### src/rtl/core/aat_pkg.sv
// ----------------------------------------------------------------------------
// aat_pkg
// Shared constants, register indexes and types of the averaged ADC thermostat.
// ----------------------------------------------------------------------------
package aat_pkg;

  localparam int SAMPLES_PER_AVERAGE = 10;
  localparam int NUM_CHANNELS        = 2;

  localparam int SAMPLE_W   = 8;
  localparam int SUM_W      = 12;
  localparam int MV_W       = 13;
  localparam int CH_W       = 1;
  localparam int CNT_W      = $clog2(SAMPLES_PER_AVERAGE + 1);
  localparam int CFG_IDX_W  = 2;
  localparam int CFG_DATA_W = 13;

  localparam int MV_SCALE        = 196;
  localparam int MV_DIVISOR      = 10;
  localparam int MV_OFFSET       = 25;
  localparam int SHORT_LIMIT_MV  = 100;
  localparam int OPEN_LIMIT_MV   = 4900;
  localparam int FIRST_MARGIN_MV = 20;

  // sum*scale/div done as sum*recip >> shift; exact while max_sum*div < 2**shift
  localparam int MV_DIV   = SAMPLES_PER_AVERAGE * MV_DIVISOR;
  localparam int MV_SHIFT = 24;
  localparam longint unsigned MV_RECIP =
      ((64'd1 << MV_SHIFT) * MV_SCALE + MV_DIV - 1) / MV_DIV;
  localparam int RECIP_W = $clog2(MV_RECIP + 1);
  localparam int PROD_W  = SUM_W + RECIP_W;

  localparam logic [CFG_IDX_W-1:0] REG_HEAT_ON_BELOW  = 2'd0;
  localparam logic [CFG_IDX_W-1:0] REG_HEAT_OFF_ABOVE = 2'd1;
  localparam logic [CFG_IDX_W-1:0] REG_SET_LED_THRESH = 2'd2;
  localparam logic [CFG_IDX_W-1:0] REG_CONTROL_CHAN   = 2'd3;

  typedef struct packed {
    logic [MV_W-1:0] heat_on_below_mv;
    logic [MV_W-1:0] heat_off_above_mv;
    logic [MV_W-1:0] set_led_threshold_mv;
    logic [CH_W-1:0] control_channel;
  } cfg_t;

  typedef struct packed {
    logic             valid;
    logic [SUM_W-1:0] sum;
    logic [CH_W-1:0]  channel;
  } avg_beat_t;

endpackage

### src/rtl/core/aat_avg.sv
// ----------------------------------------------------------------------------
// aat_avg
// Input register and one round-robin sample accumulator; hands out a completed
// sum with its channel once every SAMPLES_PER_AVERAGE samples.
// ----------------------------------------------------------------------------
module aat_avg
  import aat_pkg::*;
(
  input  logic                clk,
  input  logic                rst,
  input  logic                sample_valid,
  output logic                sample_ready,
  input  logic [SAMPLE_W-1:0] adc_sample,
  output avg_beat_t           avg,
  input  logic                avg_ready
);

  logic                s_valid;
  logic [SAMPLE_W-1:0] s_sample;
  logic [SUM_W-1:0]    sum;
  logic [CNT_W-1:0]    count;
  logic [CH_W-1:0]     channel;

  logic [SUM_W-1:0]    sum_next;
  logic                done;
  logic                advance;
  logic [CH_W:0]       ch_inc;
  logic [CH_W-1:0]     channel_next;

  always_comb begin
    sum_next     = sum + SUM_W'(s_sample);
    done         = (count == CNT_W'(SAMPLES_PER_AVERAGE - 1));
    advance      = s_valid && (!done || avg_ready);
    sample_ready = !s_valid || advance;
    ch_inc       = {1'b0, channel} + (CH_W + 1)'(1);
    if (ch_inc >= (CH_W + 1)'(NUM_CHANNELS)) begin
      channel_next = '0;
    end else begin
      channel_next = ch_inc[CH_W-1:0];
    end
    avg.valid   = s_valid && done;
    avg.sum     = sum_next;
    avg.channel = channel;
  end

  always_ff @(posedge clk) begin
    if (rst) begin
      s_valid <= 1'b0;
      sum     <= '0;
      count   <= '0;
      channel <= '0;
    end else begin
      if (sample_ready) begin
        s_valid <= sample_valid;
      end
      if (advance) begin
        if (done) begin
          sum     <= '0;
          count   <= '0;
          channel <= channel_next;
        end else begin
          sum   <= sum_next;
          count <= count + CNT_W'(1);
        end
      end
    end
  end

  always_ff @(posedge clk) begin
    if (sample_ready && sample_valid) begin
      s_sample <= adc_sample;
    end
  end

endmodule

### src/rtl/core/aat_ctrl.sv
// ----------------------------------------------------------------------------
// aat_ctrl
// Millivolt conversion, fault and indicator flags, heater hysteresis and the
// result register.
// ----------------------------------------------------------------------------
module aat_ctrl
  import aat_pkg::*;
(
  input  logic            clk,
  input  logic            rst,
  input  cfg_t            cfg,
  input  avg_beat_t       avg,
  output logic            avg_ready,
  output logic            result_valid,
  input  logic            result_ready,
  output logic [CH_W-1:0] avg_channel,
  output logic [MV_W-1:0] avg_millivolts,
  output logic            control_valid,
  output logic            heater_on,
  output logic            set_led_on,
  output logic            short_fault,
  output logic            open_fault
);

  logic heater_state;
  logic first_pending;

  logic [PROD_W-1:0] prod;
  logic [MV_W-1:0]   mv;
  logic [MV_W-1:0]   first_limit;
  logic              ctl;
  logic              shrt;
  logic              opn;
  logic              led;
  logic              heater_next;
  logic              pending_next;
  logic              take;

  always_comb begin
    prod = PROD_W'(avg.sum) * PROD_W'(MV_RECIP);
    mv   = MV_W'(prod >> MV_SHIFT) + MV_W'(MV_OFFSET);
    ctl  = (avg.channel == cfg.control_channel);
    led  = ctl && (mv >= MV_W'(cfg.set_led_threshold_mv));
    shrt = ctl && (mv <= MV_W'(SHORT_LIMIT_MV));
    opn  = ctl && !shrt && (mv >= MV_W'(OPEN_LIMIT_MV));
    if (cfg.heat_off_above_mv >= MV_W'(FIRST_MARGIN_MV)) begin
      first_limit = cfg.heat_off_above_mv - MV_W'(FIRST_MARGIN_MV);
    end else begin
      first_limit = '0;
    end
    heater_next  = heater_state;
    pending_next = first_pending;
    if (ctl) begin
      if (shrt || opn) begin
        heater_next = 1'b0;
      end else if (first_pending) begin
        pending_next = 1'b0;
        heater_next  = (mv < first_limit);
      end else if (mv < cfg.heat_on_below_mv) begin
        heater_next = 1'b1;
      end else if (mv > cfg.heat_off_above_mv) begin
        heater_next = 1'b0;
      end
    end
    avg_ready = !result_valid || result_ready;
    take      = avg.valid && avg_ready;
  end

  always_ff @(posedge clk) begin
    if (rst) begin
      result_valid  <= 1'b0;
      heater_state  <= 1'b0;
      first_pending <= 1'b1;
    end else begin
      if (avg_ready) begin
        result_valid <= avg.valid;
      end
      if (take) begin
        heater_state  <= heater_next;
        first_pending <= pending_next;
      end
    end
  end

  always_ff @(posedge clk) begin
    if (take) begin
      avg_channel    <= avg.channel;
      avg_millivolts <= mv;
      control_valid  <= ctl;
      heater_on      <= heater_next;
      set_led_on     <= led;
      short_fault    <= shrt;
      open_fault     <= opn;
    end
  end

endmodule

### src/rtl/core/averaged_adc_thermostat.sv
// ----------------------------------------------------------------------------
// averaged_adc_thermostat
// On/off thermostat with hysteresis fed by averaged round-robin ADC samples.
// The last sample of an average passes the input register, then the result
// register; samples are taken one per cycle unless a closing sample waits.
// Sample beats that do not close an average pass even while a result waits.
// Reset: sync, clears sums, count, channel, heater off, first decision armed,
// threshold registers return to their defaults.
// ----------------------------------------------------------------------------
module averaged_adc_thermostat
  import aat_pkg::*;
(
  input  logic                  clk,
  input  logic                  rst,
  input  logic                  sample_valid,
  output logic                  sample_ready,
  input  logic [SAMPLE_W-1:0]   adc_sample,
  output logic                  result_valid,
  input  logic                  result_ready,
  output logic [CH_W-1:0]       avg_channel,
  output logic [MV_W-1:0]       avg_millivolts,
  output logic                  control_valid,
  output logic                  heater_on,
  output logic                  set_led_on,
  output logic                  short_fault,
  output logic                  open_fault,
  input  logic                  cfg_we,
  input  logic [CFG_IDX_W-1:0]  cfg_index,
  input  logic [CFG_DATA_W-1:0] cfg_data
);

  cfg_t      cfg;
  avg_beat_t avg;
  logic      avg_ready;

  always_ff @(posedge clk) begin
    if (rst) begin
      cfg.heat_on_below_mv     <= MV_W'(1660);
      cfg.heat_off_above_mv    <= MV_W'(1760);
      cfg.set_led_threshold_mv <= MV_W'(1800);
      cfg.control_channel      <= '0;
    end else if (cfg_we) begin
      case (cfg_index)
        REG_HEAT_ON_BELOW:  cfg.heat_on_below_mv     <= cfg_data[MV_W-1:0];
        REG_HEAT_OFF_ABOVE: cfg.heat_off_above_mv    <= cfg_data[MV_W-1:0];
        REG_SET_LED_THRESH: cfg.set_led_threshold_mv <= cfg_data[MV_W-1:0];
        REG_CONTROL_CHAN:   cfg.control_channel      <= cfg_data[CH_W-1:0];
        default: begin
        end
      endcase
    end
  end

  aat_avg u_avg (
    .clk          (clk),
    .rst          (rst),
    .sample_valid (sample_valid),
    .sample_ready (sample_ready),
    .adc_sample   (adc_sample),
    .avg          (avg),
    .avg_ready    (avg_ready)
  );

  aat_ctrl u_ctrl (
    .clk            (clk),
    .rst            (rst),
    .cfg            (cfg),
    .avg            (avg),
    .avg_ready      (avg_ready),
    .result_valid   (result_valid),
    .result_ready   (result_ready),
    .avg_channel    (avg_channel),
    .avg_millivolts (avg_millivolts),
    .control_valid  (control_valid),
    .heater_on      (heater_on),
    .set_led_on     (set_led_on),
    .short_fault    (short_fault),
    .open_fault     (open_fault)
  );

endmodule
### config.mk
export PLATFORM = sky130hd
export DESIGN_NAME = averaged_adc_thermostat
export DESIGN_NICKNAME = d
export VERILOG_FILES = /design/src/rtl/core/aat_pkg.sv /design/src/rtl/core/aat_avg.sv /design/src/rtl/core/aat_ctrl.sv /design/src/rtl/core/averaged_adc_thermostat.sv
export SDC_FILE = /design/constraint.sdc
export NUM_CORES = 1
export LEC_CHECK = 0
export ABC_CLOCK_PERIOD_IN_PS = 10100
export BUFFER_PORTS_ARGS = -buffer_cell sky130_fd_sc_hd__clkbuf_2
export CAP_MARGIN = 20
export CELL_PAD_IN_SITES_DETAIL_PLACEMENT = 2
export CELL_PAD_IN_SITES_GLOBAL_PLACEMENT = 2
export CORE_MARGIN = 2
export CORE_UTILIZATION = 36
export DETAILED_ROUTE_END_ITERATION = 12
export PLACE_DENSITY_LB_ADDON = 0.1
export SETUP_SLACK_MARGIN = 0.3
export SKIP_CTS_REPAIR_TIMING = 1
export SLEW_MARGIN = 15
export SYNTH_ARGS = -nofsm -noshare
export SYNTH_HDL_FRONTEND = slang
export SYNTH_SLANG_ARGS = --single-unit
### constraint.sdc
create_clock -name clk -period 10.1 [get_ports clk]
set_input_delay 2.02 -clock clk [delete_from_list [all_inputs] [get_ports clk]]
set_output_delay 2.02 -clock clk [all_outputs]
set_load 0.03 [all_outputs]
==> impl_metrics.json, run 1 <==
{
  "max_cap_violations": 0,
  "fin_crit_ns": 9.33,
  "grt_pass1_wl_mm": 51.0,
  "cts.htree.levels": 3,
  "hold_path_class": "reg -> reg",
  "avgViaCountPerCell": 5.22,
  "antenna-diode-count": 0,
  "crit_top_cell": "o21a_1",
  "syn_inst": 1122,
  "gp_congestion": 0.843,
  "grt_max_degree": 63,
  "netlist.area_leader.share_pct": 19.5,
  "cpPeakStageDelay_ns": 0.62,
  "start_util_pct": 36.4,
  "finalNetCount": 1460,
  "fin_worst_skew_ns": 0.0198,
  "ys_top_cells_by_count": "inv_1, ha_1, nand2_1",
  "synth_enable_flop_cells": 27,
  "clock_path_buffers": 2,
  "setup_viol": 0,
  "yosysSeqAreaShare_pct": 20.2,
  "hold_viol_final": 0,
  "fmax_mhz": 107,
  "syn_area_mm2": 0.0101,
  "status": "completed",
  "cp.required_ns": 10.20,
  "yosys_register_bits": 88,
  "coreArea_mm2": 0.0276,
  "critPathSlowestCell": "fa_2",
  "fin_cells": 1585,
  "wl_mm": 32.3,
  "seq_area_mm2": 0.00203,
  "placed_cells_incl_taps": 1558,
  "crit_type": "reg -> reg",
  "finalCritPeriodShare_pct": 92.3,
  "yosysTopAreaCell": "ha_1",
  "die_area_mm2": 0.0293,
  "drt_iter0_markers": 339,
  "fp.dieW_um": 171,
  "multi_input_area_mm2": 0.00743,
  "cts-root-buf": "clkbuf_16",
  "numCtsBuffers": 9,
  "met1Wirelength_mm": 16.5,
  "synth_cell_types": 98,
  "wl_per_cell_um": 20.4,
  "avgSynthCellArea_um2": 8.97,
  "io_pins": 49,
  "tightest_slew_ns": 1.04,
  "cp-start-kind": "flip-flop",
  "syn_to_final_growth_pct": 14.6,
  "cts_tree": "done",
  "fillers": 3118,
  "relSlewSlack_pct": 30.7,
  "wl_met3_um": 789,
  "path_clk_slew_ns": 0.08,
  "syn_nets": 1380,
  "antenna_found_initial": 0,
  "worstSkewPairLatency_ns": 0.35,
  "wl_met2_mm": 14.9,
  "hpwl_mm": 26.4,
  "vias": 8272,
  "grt_usage_pct": 22.7,
  "critPathMaxFanout": 7,
  "slew_violations": 0,
  "synth_ff_type": "dfxtp_1",
  "grt_overflow": 0,
  "synthTopCellsByArea": "ha_1, fa_1, dfxtp_1",
  "io_buffers": 48,
  "fp.dieH_um": 171,
  "routed.top_layer": "met4",
  "drtPass1Iterations": 4,
  "cp-end-kind": "flip-flop",
  "ant_nets": 0,
  "rsz0062_at_grt": "false",
  "ys_warn_count": 0,
  "cts_sinks": 88,
  "drive_above_1_share_pct": 16.8,
  "first_global_vias": 8959,
  "rows": 61,
  "cp_data_arrival_time_ns": 9.43,
  "drt_drc_violations_left": 0,
  "async_flop_share_pct": 0,
  "synth_most_common_cell": "inv_1"
}
==> cell type report <==
cell class	instances	area share [%]
repair buffers	92	4.98
multi-input cells	816	64.4
well taps	378	4.10
clock buffers	9	1.95
inverters	195	6.36
clock inverters	7	0.640
flip-flops and latches	88	17.6
==> cells in the final DEF (no fill, tap or decap), drive strengths merged, types with 6 or more instances in the layout <==
cell	count
a211oi	7
nand4	17
buf	44
nand2b	8
ha	157
and2	13
a22oi	10
dfxtp	61
edfxtp	27
inv	199
xor2	13
nor4	7
xnor2	29
o21ai	30
o211ai	10
a21o	15
a211o	14
nand3	22
nor3	26
a21oi	68
nand2	95
a31oi	7
fa	73
and3	6
nor2b	13
nor2	79
clkbuf	57
nand3b	8
o21a	14
==> worst max-delay path, delay by kind of cell, from the launching register on <==
kind / cells / cell delay [ns]
compound gates: 14 / 2.56
xor+xnor: 2 / 0.55
fa+ha+maj: 9 / 3.84
buf+inv: 8 / 0.76
flops: 1 / 0.38
simple gates: 7 / 0.98
==> worst paths after layout <==
check	to	slack, ns	start	cells past startpoint
worst max-delay path	u_ctrl.set_led_on	0.77	u_avg.s_sample[0]	40
worst min-delay path	cfg[3]	0.46	cfg[3]	2
worst max register to register	u_ctrl.set_led_on	0.77	u_avg.s_sample[0]	40
worst min register to register	cfg[3]	0.46	cfg[3]	2
==> stage by stage <==
stage	TNS (ns)	worst slack (ns)	area (um^2)	util [%]	hold slack (ns)
after floorplan	0	0.589	10100	-	0.436
after global placement	0	0.217	10900	39.5	0.443
after detailed placement	-0.0557	-0.0557	10900	39.5	0.449
after CTS	-0.195	-0.132	11200	40.6	0.461
after global routing	0	0.194	11500	41.8	0.482
final	0	0.774	11500	41.8	0.464
==> registers in the layout (all words and copies together), names as in the netlist <==
register / count
u_avg.s_sample: 8
u_ctrl.avg_channel: 1
u_ctrl.open_fault: 1
u_avg.channel: 1
u_ctrl.set_led_on: 1
u_ctrl.avg_millivolts: 13
u_avg.count: 4
cfg: 40
u_avg.sum: 12
u_ctrl.heater_on: 1
u_ctrl.short_fault: 1
u_ctrl.result_valid: 1
u_ctrl.control_valid: 1
u_avg.s_valid: 1
u_ctrl.heater_state: 1
u_ctrl.first_pending: 1
==> routing by layer <==
layer  vias up  track usage, %
met3         6            2.35
met1      4183            33.8
met2        82            36.6
li1       4001               -
met5         -               0
met4         0            2.58
==> cell families (layout without fill, tap and decap cells) <==
group                      count (synthesis)  in the layout  synth area share, %
DFF                                       88             88                 20.2
and+or+nand+nor                          316            316                 16.1
buffers and inverters                    218            303                 8.44
muxes                                      5              5                0.509
xor gates and xnor gates                  42             42                 4.17
adders and majority gates                230            230                 34.0
AOI/OAI and AO/OA                        223            223                 16.5
Power of run 1 is left out: the tool's default activity adds up to more than one toggle a clock period on the data nets, which glitch-free logic cannot reach.
==> run 2, diff against run 1 <==
- CORE_MARGIN: 2 -> default
- CORE_UTILIZATION: 36 -> 37
- SYNTH_HIERARCHICAL: default -> 1
==> impl_metrics.json, run 2 <==
{
  "regMostFlops": "cfg",
  "slew_violations": 0,
  "vias": 7917,
  "avgSynthCellArea_um2": 9.48,
  "first_global_vias": 8553,
  "wl_mm": 29.7,
  "hold_end": "cfg[6]",
  "relSlewSlack_pct": 44.1,
  "whs_path_depth": 2,
  "die_area_mm2": 0.0281,
  "fillers": 2936,
  "syn_inst": 1071,
  "fp.dieH_um": 168,
  "coreArea_mm2": 0.0270,
  "grt_max_degree": 76,
  "reg2reg_depth": 32,
  "cts.htree.levels": 3,
  "synth_cell_types": 92,
  "ant_nets": 0,
  "synth_most_common_cell": "inv_1",
  "rrSetupSlack_ns": 0.69,
  "final_cell_area_mm2": 0.0113,
  "r2r_end": "u_ctrl/heater_on",
  "syn_nets": 1333,
  "hp-start": "cfg[6]",
  "reg.largest.list": "cfg: 40 flops, u_ctrl/avg_millivolts: 13 flops, u_avg/sum: 12 flops",
  "ys_top_cells_by_count": "inv_1, ha_1, fa_1",
  "avgViaCountPerCell": 5.35,
  "cp-end-kind": "flip-flop",
  "rsz0062_at_grt": "false",
  "seq_area_mm2": 0.00203,
  "gp_congestion": 0.849,
  "cpPeakStageDelay_ns": 0.56,
  "ys_warn_count": 6,
  "crit_type": "reg -> reg",
  "cts-root-buf": "clkbuf_16",
  "yosysSeqAreaShare_pct": 20.0,
  "hpwl_mm": 24.8,
  "clock_path_buffers": 2,
  "cts_tree": "done",
  "io_pins": 49,
  "fmax_mhz": 106,
  "cts_sinks": 88,
  "multi_input_area_mm2": 0.00749,
  "tightest_slew_ns": 0.836,
  "finalNetCount": 1396,
  "cp_data_arrival_time_ns": 9.50,
  "path_clk_slew_ns": 0.09,
  "critPathSlowestCell": "fa_1",
  "dpl_cell_area_mm2": 0.0109,
  "fp.dieW_um": 168,
  "async_flop_share_pct": 0,
  "start_util_pct": 37.7,
  "drive_above_1_share_pct": 13.8,
  "max_cap_violations": 0,
  "drtPass1Iterations": 4,
  "grt_overflow": 0,
  "setup_viol": 0,
  "syn_to_final_growth_pct": 11.7,
  "drt_drc_violations_left": 0,
  "hold_path_class": "reg -> reg",
  "finalCritPeriodShare_pct": 93.2,
  "antenna_found_initial": 0,
  "status": "completed",
  "tns_ns": 0,
  "final_cell_mix": "inv_1, ha_1, fa_1, dfxtp_1, nor2_1",
  "rows": 60,
  "wl_per_cell_um": 20.1,
  "layout_commonest_cell": "inv_1",
  "critPathMaxFanout": 7,
  "yosys_register_bits": 88,
  "io_buffers": 48,
  "synth_enable_flop_cells": 27,
  "syn_area_mm2": 0.0102,
  "cp.required_ns": 10.19,
  "worstSkewPairLatency_ns": 0.36,
  "fin_crit_ns": 9.41,
  "cp-start-kind": "flip-flop",
  "synth_ff_type": "dfxtp_1",
  "grt_usage_pct": 21.8,
  "drt_iter0_markers": 256,
  "netlist.area_leader.share_pct": 19.7,
  "fin_worst_skew_ns": 0.0180,
  "antenna-diode-count": 0,
  "hold_viol_final": 0,
  "largest_register_ff_count": 40,
  "r2r-start": "u_avg/s_sample[1]",
  "yosysTopAreaCell": "ha_1",
  "numCtsBuffers": 9,
  "synthTopCellsByArea": "ha_1, fa_1, dfxtp_1",
  "grt_pass1_wl_mm": 47.6
}
[run 2: changes by cell type in the layout (fill, tap and decap cells not counted), moves of 15 or more]
cell	delta
nand2b_1	+32
a21oi_1	-16
nand2_1	-52
mux2i_1	+40
a21o_1	+15
nor2_1	-17
inv_1	-27
[run 2: cells by family (layout without fill, tap and decap cells)]
family / Yosys count / after routing / share of synthesized area, %
AOI/OAI and AO/OA: 190 / 190 / 13.8
xor gates and xnor gates: 45 / 45 / 4.03
adders and majority gates: 234 / 234 / 34.3
buffers and inverters: 190 / 258 / 7.43
DFF: 88 / 88 / 20.0
muxes: 43 / 43 / 4.24
and+or+nand+nor: 281 / 281 / 16.2
[run 2: worst max-delay path by stage]
| stage | slack, ns | depth (start not counted) | to | from |
|---|---|---|---|---|
| floorplan | 1.23 | 32 | u_ctrl/heater_on | u_avg/s_sample[0] |
| global placement | 0.38 | 36 | u_ctrl/heater_state | u_avg/s_sample[0] |
| detailed placement | 0.19 | 38 | u_ctrl/heater_state | u_avg/s_sample[0] |
| CTS | 0.05 | 38 | u_ctrl/heater_state | u_avg/s_sample[0] |
| global route | 0.28 | 38 | u_ctrl/heater_on | u_avg/s_sample[0] |
| finish | 0.69 | 32 | u_ctrl/heater_on | u_avg/s_sample[1] |
[run 2: worst max-delay path, delay by kind of cell (launching register included)]
| kind | cells | cell delay (ns) |
|---|---|---|
| compound gates | 12 | 2.79 |
| xor+xnor | 1 | 0.24 |
| fa+ha+maj | 8 | 3.60 |
| buf+inv | 4 | 0.48 |
| flops | 1 | 0.43 |
| simple gates | 7 | 1.59 |
[run 2: final cells by class]
class                   count  area share, %
multi-input cells         793           66.1
flip-flops and latches     88           17.9
inverters                 165           5.46
repair buffers             77           4.04
well taps                 341           3.76
clock buffers               9           1.99
clock inverters             7          0.761
[run 2: per-stage QoR]
step	utilization (%)	cells	setup slack, ns	hold WS, ns
2_1_floorplan	-	1071	1.23	0.449
6_report	42.1	1480	0.687	0.480
3_5_place_dp	40.3	1458	0.187	0.468
3_3_place_gp	40.3	1458	0.384	0.463
4_1_cts	41.4	1474	0.0526	0.484
5_1_grt	42.1	1480	0.280	0.506
[run 2: per-layer routing]
metal / part of all wire [%] / vias up / global-route usage (%)
li1: - / 3841 / -
met1: 50 / 4008 / 30.7
met2: 48 / 56 / 36.9
met3: 1.3 / 12 / 1.99
met4: 0.63 / 0 / 3.27
met5: 0 / - / 0
Power of run 2 is left out for the same reason.
==> run 3, diff against run 2 <==
- CORE_UTILIZATION: 37 -> 25
==> impl_metrics.json, run 3 (synthesis results as in run 2) <==
{
  "grt_max_degree": 76,
  "wl_met2_mm": 14.4,
  "cts_sinks": 88,
  "tightest_slew_ns": 0.768,
  "routed.top_layer": "met4",
  "grt_pass1_wl_mm": 50.6,
  "cp-end-kind": "flip-flop",
  "coreArea_mm2": 0.0399,
  "hold_path_class": "reg -> reg",
  "slew_violations": 0,
  "antenna-diode-count": 0,
  "syn_to_final_growth_pct": 14.0,
  "fillers": 4478,
  "avgViaCountPerCell": 4.73,
  "relSlewSlack_pct": 48.6,
  "grt_overflow": 0,
  "finalCritPeriodShare_pct": 92.7,
  "cts-root-buf": "clkbuf_16",
  "fmax_mhz": 107,
  "hold_viol_final": 0,
  "dpl_cell_area_mm2": 0.0111,
  "start_util_pct": 25.4,
  "status": "completed",
  "numCtsBuffers": 9,
  "cpPeakStageDelay_ns": 0.64,
  "drive_above_1_share_pct": 13.9,
  "crit_type": "reg -> reg",
  "rsz0062_at_grt": "false",
  "cp-start-kind": "flip-flop",
  "reg.largest.list": "cfg: 40 flops, u_ctrl/avg_millivolts: 13 flops, u_avg/sum: 12 flops",
  "antenna_found_initial": 0,
  "layout_commonest_cell": "inv_1",
  "critPathMaxFanout": 9,
  "drt_iter0_markers": 237,
  "finalNetCount": 1396,
  "io_buffers": 48,
  "final_cell_area_mm2": 0.0116,
  "first_global_vias": 8527,
  "critPathSlowestCell": "fa_2",
  "fin_crit_ns": 9.36,
  "vias": 7877,
  "cp.required_ns": 10.21,
  "drtPass1Iterations": 4,
  "crit_top_cell": "fa_1",
  "wl_per_cell_um": 19.5,
  "wl_met3_um": 613,
  "grt_usage_pct": 16.2,
  "worstSkewPairLatency_ns": 0.38,
  "cts_tree": "done",
  "fp.dieW_um": 204,
  "fp.dieH_um": 204,
  "tns_ns": 0,
  "met1Wirelength_mm": 17.1,
  "regMostFlops": "cfg",
  "path_clk_slew_ns": 0.07,
  "rrSetupSlack_ns": 0.74,
  "ant_nets": 0,
  "wl_mm": 32.4,
  "setup_viol": 0,
  "gp_congestion": 0.782,
  "largest_register_ff_count": 40,
  "final_cell_mix": "inv_1, ha_1, fa_1, dfxtp_1, nor2_1",
  "cts.htree.levels": 3,
  "rows": 73,
  "final_core_util_pct": 29.0,
  "cp_data_arrival_time_ns": 9.47,
  "fin_worst_skew_ns": 0.0113,
  "whs_ns": 0.482,
  "hpwl_mm": 27.7,
  "drt_drc_violations_left": 0,
  "max_cap_violations": 0,
  "io_pins": 49,
  "die_area_mm2": 0.0414,
  "clock_path_buffers": 2
}
run 3: cell count changes in the layout (fill, tap and decap cells not counted), sizes merged:
cell    delta
inv        +2
clkinv     -2
run 3: worst paths after layout:
| check | from | end | cells past startpoint |
|---|---|---|---|
| worst max-delay path | u_avg/s_sample[0] | u_ctrl/heater_on | 31 |
| worst min-delay path | cfg[27] | cfg[27] | 2 |
| worst max register to register | u_avg/s_sample[0] | u_ctrl/heater_on | 31 |
| worst min register to register | cfg[27] | cfg[27] | 2 |
run 3: area by class of cell:
| class | instances | area, um^2 | area share (%) |
|---|---|---|---|
| Multi-Input combinational cell | 793 | 7520 | 65.0 |
| Sequential cell | 88 | 2030 | 17.6 |
| Tap cell | 525 | 657 | 5.68 |
| Inverter | 165 | 619 | 5.35 |
| Timing Repair Buffer | 77 | 458 | 3.96 |
| Clock buffer | 9 | 225 | 1.95 |
| Clock inverter | 7 | 57.6 | 0.497 |
run 3: per-stage QoR:
step / setup WS [ns] / cells
4_1_cts: 0.00355 / 1658
3_5_place_dp: 0.0435 / 1642
2_1_floorplan: 1.23 / 1071
6_report: 0.741 / 1664
5_1_grt: 0.283 / 1664
3_3_place_gp: 0.181 / 1642
run 3: worst max-delay path, delay by kind of cell, from the launching register on:
family | cells | cell delay, ns
buffers and inverters | 2 | 0.38
AO/OA/AOI/OAI | 11 | 2.20
adder cells (fa/ha/maj) | 9 | 4.09
flip-flops | 1 | 0.37
XOR/XNOR | 2 | 0.38
AND/OR/NAND/NOR | 7 | 1.64
run 3: per-layer routing:
layer  global-route usage (%)  up-vias
li1                         -     3831
met1                     23.8     3969
met2                     25.0       61
met3                     2.25       16
met4                     3.46        0
met5                        0        -
Power of run 3 is left out for the same reason.
